File: src/sv/acfcd_pkg.sv
`timescale 1ns / 1ps

package acfcd_pkg;

    // Pulse buffer geometry
    localparam int BUF_DEPTH       = 60;
    localparam int ADDR_W          = 6;
    localparam int LEN_W           = 6;
    localparam int LAG_W           = 7;
    localparam int GAIN_W          = 15;
    localparam int SAMPLE_W        = 16;
    localparam int STEP_W          = 3;
    localparam int MAX_SUB_LEN_DEF = 54;

    // Stream widths
    localparam int S_TDATA_W = 72;
    localparam int M_TDATA_W = 16;

    // Pulse amplitude in Q12, gain limits in Q15, rounding constant
    localparam logic signed [SAMPLE_W-1:0] PULSE_ONE  = 16'sd4096;
    localparam logic signed [SAMPLE_W-1:0] PULSE_TWO  = 16'sd8192;
    localparam logic [GAIN_W-1:0]          GAIN_MIN   = 15'd6554;
    localparam logic [GAIN_W-1:0]          GAIN_MAX   = 15'd29491;
    localparam logic signed [31:0]         ROUND_HALF = 32'sd16384;

    // Last placement step for each rate
    localparam logic [STEP_W-1:0] LAST_STEP_FULL = 3'd7;
    localparam logic [STEP_W-1:0] LAST_STEP_HALF = 3'd2;

    // Controller to datapath commands
    typedef struct packed {
        logic              load;
        logic              place_we;
        logic [STEP_W-1:0] place_step;
        logic              rd_a;
        logic              rd_b;
        logic              mul;
        logic              sh_we;
        logic              out_ld;
        logic              out_last;
        logic [ADDR_W-1:0] idx;
    } acfcd_cmd_t;

    // Datapath to controller status
    typedef struct packed {
        logic             full_rate;
        logic [LEN_W-1:0] len;
        logic [LAG_W-1:0] lag;
        logic             out_free;
    } acfcd_stat_t;

    // Quotient of a 7-bit value by eleven, by reciprocal multiply
    function automatic logic [3:0] div11(input logic [6:0] w);
        logic [14:0] prod;
        begin
            prod = {8'd0, w} * 15'd187;
            return prod[14:11];
        end
    endfunction

    // Remainder of a 7-bit value by eleven
    function automatic logic [3:0] mod11(input logic [6:0] w);
        logic [3:0] q;
        logic [6:0] r;
        begin
            q = div11(w);
            r = w - ({3'd0, q} * 7'd11);
            return r[3:0];
        end
    endfunction

    // Track number (t + off) mod 5
    function automatic logic [2:0] track5(input logic [2:0] t, input logic [1:0] off);
        logic [2:0] s;
        begin
            s = t + {1'b0, off};
            return (s >= 3'd5) ? (s - 3'd5) : s;
        end
    endfunction

    // Buffer position on an interleaved track
    function automatic logic [ADDR_W-1:0] track_pos(input logic [3:0] q, input logic [2:0] trk);
        begin
            return ({2'd0, q} * 6'd5) + {3'd0, trk};
        end
    endfunction

endpackage

File: src/sv/acelp_fixed_codebook_decode.sv
`timescale 1ns / 1ps

// Channel  Ports                     Beat
// s_       tvalid tready tdata tuser  one subframe's index words, gain, lag, length
// m_       tvalid tready tdata tlast  one Q12 excitation sample
//
// One item runs P pulse writes, then S taps, then L samples: P is 8 pulse
// writes at full rate and 3 at half rate, S is the number of sharpening taps
// (length minus lag when the lag is nonzero and below the length, else 0), and
// L the clipped length. Each tap costs a read, a multiply and a write-back on
// the single buffer write port; each sample a read and an output load.
// Reset is synchronous; the buffer is cleared through its valid bits on every
// accepted beat, with no sweep. A stalled m_ side holds emission; the next beat
// is taken as soon as the last sample sits in the output register.

module acelp_fixed_codebook_decode #(
    parameter int MAX_SUB_LEN = acfcd_pkg::MAX_SUB_LEN_DEF
) (
    input  logic                              aclk,
    input  logic                              aresetn,
    input  logic                              s_tvalid,
    output logic                              s_tready,
    // [9:0] shape_word0, [17:10] shape_word1, [25:18] shape_word2,
    // [36:26] shape_word3, [51:37] sharpen_gain, [58:52] lag, [64:59] sub_len
    input  logic [acfcd_pkg::S_TDATA_W-1:0]   s_tdata,
    // [0] full_rate
    input  logic                              s_tuser,
    output logic                              m_tvalid,
    input  logic                              m_tready,
    // [15:0] sample
    output logic [acfcd_pkg::M_TDATA_W-1:0]   m_tdata,
    output logic                              m_tlast
);

    acfcd_pkg::acfcd_cmd_t  cmd;
    acfcd_pkg::acfcd_stat_t stat;

    acfcd_ctrl u_ctrl (
        .aclk     (aclk),
        .aresetn  (aresetn),
        .s_tvalid (s_tvalid),
        .s_tready (s_tready),
        .stat     (stat),
        .cmd      (cmd)
    );

    acfcd_datapath #(
        .MAX_SUB_LEN (MAX_SUB_LEN)
    ) u_datapath (
        .aclk     (aclk),
        .aresetn  (aresetn),
        .s_tdata  (s_tdata),
        .s_tuser  (s_tuser),
        .cmd      (cmd),
        .stat     (stat),
        .m_tvalid (m_tvalid),
        .m_tready (m_tready),
        .m_tdata  (m_tdata),
        .m_tlast  (m_tlast)
    );

endmodule

File: src/sv/acfcd_ctrl.sv
`timescale 1ns / 1ps

module acfcd_ctrl (
    input  logic                    aclk,
    input  logic                    aresetn,
    input  logic                    s_tvalid,
    output logic                    s_tready,
    input  acfcd_pkg::acfcd_stat_t  stat,
    output acfcd_pkg::acfcd_cmd_t   cmd
);

    typedef enum logic [2:0] {
        ST_IDLE,
        ST_PLACE,
        ST_SH_RD,
        ST_SH_MUL,
        ST_SH_WR,
        ST_EM_RD,
        ST_EM_LD
    } state_t;

    state_t                           state_reg, state_next;
    logic [acfcd_pkg::STEP_W-1:0]     step_reg, step_next;
    logic [acfcd_pkg::ADDR_W-1:0]     idx_reg, idx_next;
    logic                             last_place;
    logic                             sharpen;
    logic                             idx_last;

    // Decode conditions
    assign last_place = stat.full_rate ? (step_reg == acfcd_pkg::LAST_STEP_FULL)
                                       : (step_reg == acfcd_pkg::LAST_STEP_HALF);
    assign sharpen    = (stat.lag != '0) && (stat.lag < {1'b0, stat.len});
    assign idx_last   = (({1'b0, idx_reg} + 7'd1) == {1'b0, stat.len});

    // Drive commands from the current state
    always_comb begin
        cmd            = '0;
        cmd.load       = (state_reg == ST_IDLE) && s_tvalid;
        cmd.place_we   = (state_reg == ST_PLACE);
        cmd.place_step = step_reg;
        cmd.rd_a       = (state_reg == ST_SH_RD) || (state_reg == ST_EM_RD);
        cmd.rd_b       = (state_reg == ST_SH_RD);
        cmd.mul        = (state_reg == ST_SH_MUL);
        cmd.sh_we      = (state_reg == ST_SH_WR);
        cmd.out_ld     = (state_reg == ST_EM_LD) && stat.out_free;
        cmd.out_last   = idx_last;
        cmd.idx        = idx_reg;
    end

    assign s_tready = (state_reg == ST_IDLE);

    // Sequence placement, sharpening and emission
    always_comb begin
        state_next = state_reg;
        step_next  = step_reg;
        idx_next   = idx_reg;
        case (state_reg)
            ST_IDLE: begin
                if (s_tvalid) begin
                    state_next = ST_PLACE;
                    step_next  = '0;
                end
            end
            ST_PLACE: begin
                if (last_place) begin
                    if (sharpen) begin
                        state_next = ST_SH_RD;
                        idx_next   = stat.lag[acfcd_pkg::ADDR_W-1:0];
                    end else if (stat.len == '0) begin
                        state_next = ST_IDLE;
                    end else begin
                        state_next = ST_EM_RD;
                        idx_next   = '0;
                    end
                end else begin
                    step_next = step_reg + 3'd1;
                end
            end
            ST_SH_RD:  state_next = ST_SH_MUL;
            ST_SH_MUL: state_next = ST_SH_WR;
            ST_SH_WR: begin
                if (idx_last) begin
                    state_next = ST_EM_RD;
                    idx_next   = '0;
                end else begin
                    state_next = ST_SH_RD;
                    idx_next   = idx_reg + 6'd1;
                end
            end
            ST_EM_RD:  state_next = ST_EM_LD;
            ST_EM_LD: begin
                if (stat.out_free) begin
                    if (idx_last) begin
                        state_next = ST_IDLE;
                    end else begin
                        state_next = ST_EM_RD;
                        idx_next   = idx_reg + 6'd1;
                    end
                end
            end
            default: state_next = ST_IDLE;
        endcase
    end

    // Hold state and counters
    always_ff @(posedge aclk) begin
        if (!aresetn) begin
            state_reg <= ST_IDLE;
            step_reg  <= '0;
            idx_reg   <= '0;
        end else begin
            state_reg <= state_next;
            step_reg  <= step_next;
            idx_reg   <= idx_next;
        end
    end

    // Sharpening only touches taps between the lag and the length
    assert property (@(posedge aclk) disable iff (!aresetn)
        cmd.sh_we |-> (({1'b0, idx_reg} >= stat.lag) && (idx_reg < stat.len)))
        else $error("sharpening index out of range");

    // Emission never runs past the subframe
    assert property (@(posedge aclk) disable iff (!aresetn)
        cmd.out_ld |-> (idx_reg < stat.len))
        else $error("emission index past length");

    // An accepted beat starts placement in the next cycle
    assert property (@(posedge aclk) disable iff (!aresetn)
        (s_tvalid && s_tready) |=> cmd.place_we)
        else $error("placement did not follow accept");

endmodule

File: src/sv/acfcd_datapath.sv
`timescale 1ns / 1ps

module acfcd_datapath #(
    parameter int MAX_SUB_LEN = acfcd_pkg::MAX_SUB_LEN_DEF
) (
    input  logic                                  aclk,
    input  logic                                  aresetn,
    input  logic [acfcd_pkg::S_TDATA_W-1:0]       s_tdata,
    input  logic                                  s_tuser,
    input  acfcd_pkg::acfcd_cmd_t                 cmd,
    output acfcd_pkg::acfcd_stat_t                stat,
    output logic                                  m_tvalid,
    input  logic                                  m_tready,
    output logic [acfcd_pkg::M_TDATA_W-1:0]       m_tdata,
    output logic                                  m_tlast
);

    localparam int AW = acfcd_pkg::ADDR_W;
    localparam int SW = acfcd_pkg::SAMPLE_W;

    // Latched item
    logic                           full_reg;
    logic [9:0]                     w0_reg;
    logic [7:0]                     w1_reg;
    logic [7:0]                     w2_reg;
    logic [10:0]                    w3_reg;
    logic [acfcd_pkg::GAIN_W-1:0]   gain_reg;
    logic [acfcd_pkg::LAG_W-1:0]    lag_reg;
    logic [acfcd_pkg::LEN_W-1:0]    len_reg;

    // Unpacked input fields
    logic [acfcd_pkg::GAIN_W-1:0]   in_gain;
    logic [acfcd_pkg::LEN_W-1:0]    in_len;

    // Pulse buffer with per-entry valid bits
    logic signed [SW-1:0]           mem [acfcd_pkg::BUF_DEPTH];
    logic [acfcd_pkg::BUF_DEPTH-1:0] valid_reg;
    logic signed [SW-1:0]           rda_reg;
    logic signed [SW-1:0]           rdb_reg;
    logic [AW-1:0]                  addr_b;
    logic [6:0]                     diff_b;

    // Write port
    logic                           wr_en;
    logic [AW-1:0]                  waddr;
    logic signed [SW-1:0]           wdata;

    // Placement decode
    logic [7:0]                     pw;
    logic [2:0]                     trk;
    logic [1:0]                     off;
    logic [AW-1:0]                  p1;
    logic [AW-1:0]                  p2;
    logic signed [SW-1:0]           ps;
    logic signed [SW-1:0]           place_data;
    logic [AW-1:0]                  place_addr;
    logic signed [SW-1:0]           hs;

    // Sharpening arithmetic
    logic signed [31:0]             prod_reg;
    logic signed [31:0]             rnd;
    logic signed [16:0]             add17;
    logic signed [16:0]             sum17;
    logic signed [SW-1:0]           sum_sat;

    // Output register
    logic                           m_valid_reg;
    logic signed [SW-1:0]           sample_reg;
    logic                           last_reg;

    // Unpack and clip the incoming beat
    assign in_gain = s_tdata[51:37];
    assign in_len  = s_tdata[64:59];

    always_ff @(posedge aclk) begin
        if (cmd.load) begin
            full_reg <= s_tuser;
            w0_reg   <= s_tdata[9:0];
            w1_reg   <= s_tdata[17:10];
            w2_reg   <= s_tdata[25:18];
            w3_reg   <= s_tdata[36:26];
            lag_reg  <= s_tdata[58:52];
            if (in_gain < acfcd_pkg::GAIN_MIN) begin
                gain_reg <= acfcd_pkg::GAIN_MIN;
            end else if (in_gain > acfcd_pkg::GAIN_MAX) begin
                gain_reg <= acfcd_pkg::GAIN_MAX;
            end else begin
                gain_reg <= in_gain;
            end
            if (in_len > acfcd_pkg::LEN_W'(MAX_SUB_LEN)) begin
                len_reg <= acfcd_pkg::LEN_W'(MAX_SUB_LEN);
            end else begin
                len_reg <= in_len;
            end
        end
    end

    // Decode one pulse write per placement step
    assign off = w3_reg[10:9];
    assign hs  = w0_reg[9] ? -acfcd_pkg::PULSE_ONE : acfcd_pkg::PULSE_ONE;

    always_comb begin
        case (cmd.place_step[2:1])
            2'd0:    pw = w0_reg[7:0];
            2'd1:    pw = w1_reg;
            default: pw = w2_reg;
        endcase
        trk = acfcd_pkg::track5({1'b0, cmd.place_step[2:1]}, off);
        p1  = acfcd_pkg::track_pos(acfcd_pkg::div11(pw[6:0]), trk);
        p2  = acfcd_pkg::track_pos(acfcd_pkg::mod11(pw[6:0]), trk);
        ps  = pw[7] ? -acfcd_pkg::PULSE_ONE : acfcd_pkg::PULSE_ONE;
        place_addr = '0;
        place_data = '0;
        if (full_reg) begin
            case (cmd.place_step)
                3'd6: begin
                    place_addr = acfcd_pkg::track_pos(acfcd_pkg::div11(w3_reg[6:0]),
                                                      acfcd_pkg::track5(3'd3, off));
                    place_data = w3_reg[8] ? -acfcd_pkg::PULSE_ONE : acfcd_pkg::PULSE_ONE;
                end
                3'd7: begin
                    place_addr = acfcd_pkg::track_pos(acfcd_pkg::mod11(w3_reg[6:0]),
                                                      acfcd_pkg::track5(3'd4, off));
                    place_data = w3_reg[7] ? -acfcd_pkg::PULSE_ONE : acfcd_pkg::PULSE_ONE;
                end
                default: begin
                    if (!cmd.place_step[0]) begin
                        place_addr = p1;
                        place_data = ps;
                    end else begin
                        // second pulse: mirrored if earlier, doubled if on top
                        place_addr = p2;
                        if (p2 < p1) begin
                            place_data = -ps;
                        end else if (p2 == p1) begin
                            place_data = pw[7] ? -acfcd_pkg::PULSE_TWO : acfcd_pkg::PULSE_TWO;
                        end else begin
                            place_data = ps;
                        end
                    end
                end
            endcase
        end else begin
            case (cmd.place_step)
                3'd0: begin
                    place_addr = ({3'd0, w0_reg[2:0]} * 6'd7) + 6'd4;
                    place_data = hs;
                end
                3'd1: begin
                    place_addr = ({3'd0, w0_reg[5:3]} * 6'd7) + 6'd2;
                    place_data = -hs;
                end
                default: begin
                    place_addr = {3'd0, w0_reg[8:6]} * 6'd7;
                    place_data = hs;
                end
            endcase
        end
    end

    // Round the tap product and add with saturation
    assign rnd   = prod_reg + acfcd_pkg::ROUND_HALF;
    assign add17 = rnd[31:15];
    assign sum17 = {rda_reg[SW-1], rda_reg} + add17;

    always_comb begin
        if (sum17 > 17'sd32767) begin
            sum_sat = 16'sh7fff;
        end else if (sum17 < -17'sd32768) begin
            sum_sat = 16'sh8000;
        end else begin
            sum_sat = sum17[SW-1:0];
        end
    end

    // Select the single write port
    assign wr_en = cmd.place_we || cmd.sh_we;
    assign waddr = cmd.sh_we ? cmd.idx : place_addr;
    assign wdata = cmd.sh_we ? sum_sat : place_data;

    assign diff_b = {1'b0, cmd.idx} - lag_reg;
    assign addr_b = diff_b[AW-1:0];

    // Clear valid bits per item, mark written entries
    always_ff @(posedge aclk) begin
        if (!aresetn) begin
            valid_reg <= '0;
        end else if (cmd.load) begin
            valid_reg <= '0;
        end else if (wr_en) begin
            valid_reg[waddr] <= 1'b1;
        end
    end

    // Buffer memory with registered reads; unwritten entries read as zero
    always_ff @(posedge aclk) begin
        if (wr_en) begin
            mem[waddr] <= wdata;
        end
        if (cmd.rd_a) begin
            rda_reg <= valid_reg[cmd.idx] ? mem[cmd.idx] : '0;
        end
        if (cmd.rd_b) begin
            rdb_reg <= valid_reg[addr_b] ? mem[addr_b] : '0;
        end
    end

    // Register the gain product
    always_ff @(posedge aclk) begin
        if (cmd.mul) begin
            prod_reg <= $signed({1'b0, gain_reg}) * rdb_reg;
        end
    end

    // Output register
    always_ff @(posedge aclk) begin
        if (!aresetn) begin
            m_valid_reg <= 1'b0;
        end else if (cmd.out_ld) begin
            m_valid_reg <= 1'b1;
        end else if (m_tready) begin
            m_valid_reg <= 1'b0;
        end
    end

    always_ff @(posedge aclk) begin
        if (cmd.out_ld) begin
            sample_reg <= rda_reg;
            last_reg   <= cmd.out_last;
        end
    end

    assign m_tvalid = m_valid_reg;
    assign m_tdata  = sample_reg;
    assign m_tlast  = last_reg;

    assign stat.full_rate = full_reg;
    assign stat.len       = len_reg;
    assign stat.lag       = lag_reg;
    assign stat.out_free  = !m_valid_reg || m_tready;

    // Never overwrite a sample that has not been taken
    assert property (@(posedge aclk) disable iff (!aresetn)
        cmd.out_ld |-> (!m_valid_reg || m_tready))
        else $error("output register overwritten");

    // Every write lands inside the buffer
    assert property (@(posedge aclk) disable iff (!aresetn)
        wr_en |-> (waddr < AW'(acfcd_pkg::BUF_DEPTH)))
        else $error("buffer write out of range");

    // The product is always formed from a fresh tap read
    assert property (@(posedge aclk) disable iff (!aresetn)
        cmd.mul |-> $past(cmd.rd_b))
        else $error("multiply without tap read");

endmodule

File: config.mk
export PLATFORM = sky130hd
export DESIGN_NAME = acelp_fixed_codebook_decode
export DESIGN_NICKNAME = d
export VERILOG_FILES = /design/src/sv/acfcd_pkg.sv /design/src/sv/acelp_fixed_codebook_decode.sv /design/src/sv/acfcd_ctrl.sv /design/src/sv/acfcd_datapath.sv
export SDC_FILE = /design/constraint.sdc
export NUM_CORES = 2
export LEC_CHECK = 0
export BUFFER_PORTS_ARGS = -buffer_cell sky130_fd_sc_hd__buf_4
export CAP_MARGIN = 20
export CORE_ASPECT_RATIO = 0.7
export CORE_MARGIN = 5
export CORE_UTILIZATION = 38
export CTS_CLUSTER_DIAMETER = 50
export CTS_CLUSTER_SIZE = 10
export DETAILED_ROUTE_END_ITERATION = 10
export GPL_TIMING_DRIVEN = 0
export HOLD_SLACK_MARGIN = 0.08
export SLEW_MARGIN = 40
export SYNTH_ARGS = -nofsm -noshare
export SYNTH_HDL_FRONTEND = slang
export SYNTH_SLANG_ARGS = --single-unit
File: constraint.sdc
create_clock -name aclk -period 13.76 [get_ports aclk]
set_clock_uncertainty 0.2 [all_clocks]
set_input_delay 1.376 -clock aclk [delete_from_list [all_inputs] [get_ports aclk]]
set_output_delay 1.376 -clock aclk [all_outputs]
set_load 0.02 [all_outputs]
==> results.cfg <==
[synth]
synth-main-ff-cell = edfxtp_1
synth_edf_count = 1093
synthArstFlopShare = 0
synth.net_count = 4837
yosys-top-cells-area = edfxtp_1 (49%), mux4_2 (21%), fa_1 (6.6%), ha_1 (5.6%), dfxtp_1 (2.2%)
ys_ff_latch = 1166
syn_area_per_cell_um2 = 15.9
syn_inst = 4233
yosysTopAreaCellShare = 0.486
yosysSeqAreaShare = 0.508
syn-cell-area_um2 = 67500
synth.top_cells.by_count = edfxtp_1 (1093), mux4_2 (643), inv_1 (367), ha_1 (303), nand2_1 (230)
yosysMostFrequentCell = edfxtp_1
synth_warnings = 0
ys_types = 85
yosysTopAreaCell = edfxtp_1

[placed_design]
dp_slack_ps = 1140
placed_cell_area_um2 = 73000
io_buffers = 88
dpl.hpwl_mm = 175
place.gp.congestion = 0.986

[route]
drt-total-wl_mm = 228
drtIter0Drc = 6072
avgRoutedWirePerCell_um = 32.8
viasPerCell = 6.19
drt_first_pass_iters = 6
num_vias = 43100
drc = 0
final_antenna_net_count = 0

[worst_setup_path]
cp_top_family = adder cells
cp_slowest_stage_delay_ps = 770
critPathLaunchType = flip-flop
critPathKind = reg -> reg
slowest_stage = clkbuf_1
crit_path_frequent_cell = ha_1
crit_buf_inv = 11
worstPathRequired_ps = 13970
path_max_fanout = 16
end_kind = flip-flop
cp.arrival_ps = 12880

[floorplan]
fp.coreArea_um2 = 177000
num_rows = 129
die_y_um = 363
die_w_um = 514
start_util = 0.382
die_area_um2 = 186000
pin_count = 96

[run_status]
status = complete, no violations

[finish]
area_delta_synth_final_pct = 14.4
layout.nets = 5151
drive_gt1_frac = 0.273
fin_area_um2 = 77200
largest_reg_flops = 960

[cts]
cts_setup_buffers = 0
root_buffer = clkbuf_16
cts_tree = done
cts_resized = 0
clk_path_buf_depth = 3
cts_buffers = 145
postCtsHoldBufs = 0
cts_sinks = 1166
clock_latency_ps = 800
htreeDepth = 4
clk_pin_slew_ps = 60

[timing]
slew_viol_final = 0
slew_headroom = 0.326
setup_viol = 0
grt_setup_unrepaired = false
fin_setup_tns_ps = 0
finalHoldViolCount = 0
finalCritPeriodShare = 0.921
max_freq_ghz = 0.0789
finalCriticalPeriod_ps = 12670
worst_hold_slack_ps = 270
tightest_slew_ps = 1010
finalWorstSetupSlack_ps = 1090

[job]
maxCapViolations = 0

[worst_hold_path]
hold_path_class = reg -> reg

[grt]
grt_antenna_before_repair = 17
grt_pass1_vias = 41600
grt_max_degree = 38
grt_pass1_wl_mm = 321
grt_usage = 0.243
gr-total-overflow = 0
kinds of logic (layout without fill, tap and decap cells):
family | after synthesis | count (layout) | share of synthesized area
AO/OA/AOI/OAI | 441 | 441 | 0.0450
XOR/XNOR | 105 | 105 | 0.0142
adder cells (fa/ha/maj) | 528 | 528 | 0.123
buffers and inverters | 625 | 983 | 0.0366
flip-flops | 1166 | 1166 | 0.508
multiplexers | 707 | 707 | 0.224
other | 0 | 10 | 0
AND/OR/NAND/NOR | 661 | 661 | 0.0494
worst register-to-register path, delay by kind of cell (launching register included):
family / cells / cell delay (ps)
AND/OR/NAND/NOR: 5 / 1260
XOR/XNOR: 6 / 1670
AO/OA/AOI/OAI: 11 / 2650
flip-flops: 1 / 440
buffers and inverters: 11 / 2570
adder cells (fa/ha/maj): 10 / 3490
worst paths after layout:
check | startpoint | end | slack [ps] | cells past startpoint
worst max register to register | u_ctrl.step_reg[2] | u_datapath.mem[16][7] | 1090 | 43
worst max-delay path | u_ctrl.step_reg[2] | u_datapath.mem[16][7] | 1090 | 43
worst min register to register | u_datapath.rda_reg[3] | u_datapath.m_tdata[3] | 270 | 0
worst min-delay path | u_datapath.rda_reg[3] | u_datapath.m_tdata[3] | 270 | 0
layout make-up:
class	instances	area, um2
timing repair buffer	167	1910
sequential	1166	34300
multi-input combinational	2442	31300
tap	2358	2950
fill	15400	99500
inverter	367	1380
clock inverter	34	490
antenna	10	25.0
buffer	258	1210
clock buffer	157	3690
cells in the final DEF, fill, tap and decap left out, types with 10 or more instances in the layout:
master,Yosys,layout
edfxtp_1,1093,1093
mux4_2,643,643
inv_1,367,366
ha_1,303,303
nand2_1,230,229
fa_1,224,224
clkbuf_16,0,146
a21oi_1,129,127
and2_1,119,119
clkbuf_1,159,114
buf_4,6,104
buf_2,39,77
o21ai_0,77,75
dfxtp_1,73,73
xnor2_1,67,64
nor2_1,83,58
clkbuf_2,0,57
mux2i_1,58,53
nor2b_1,48,47
buf_8,0,42
a21o_1,39,39
and3_2,0,36
xor2_1,35,34
nand3_1,32,32
a32o_1,32,32
o2111ai_1,31,31
nand2b_1,30,30
nor2_4,0,25
nor3_1,20,18
buf_6,7,18
o211ai_1,17,17
o21a_1,16,16
and3_1,52,16
buf_16,0,13
a211oi_1,11,11
diode_2,0,10
layer usage:
layer / up-vias / global-route usage / part of all wire
li1: 17100 / - / -
met1: 22500 / 0.360 / 0.42
met2: 3064 / 0.312 / 0.39
met3: 330 / 0.120 / 0.17
met4: 8 / 0.0678 / 0.028
met5: - / 0.00888 / 0.00022
per-stage QoR:
step,utilization,std cells
global route,0.437,6955
detailed placement,0.413,6758
floorplan,-,4233
CTS,0.437,6949
global placement,0.402,6679
finish,0.437,6959
Power is left out: the tool's default activity adds up to more than one toggle a clock period on the data nets, which glitch-free logic cannot reach.
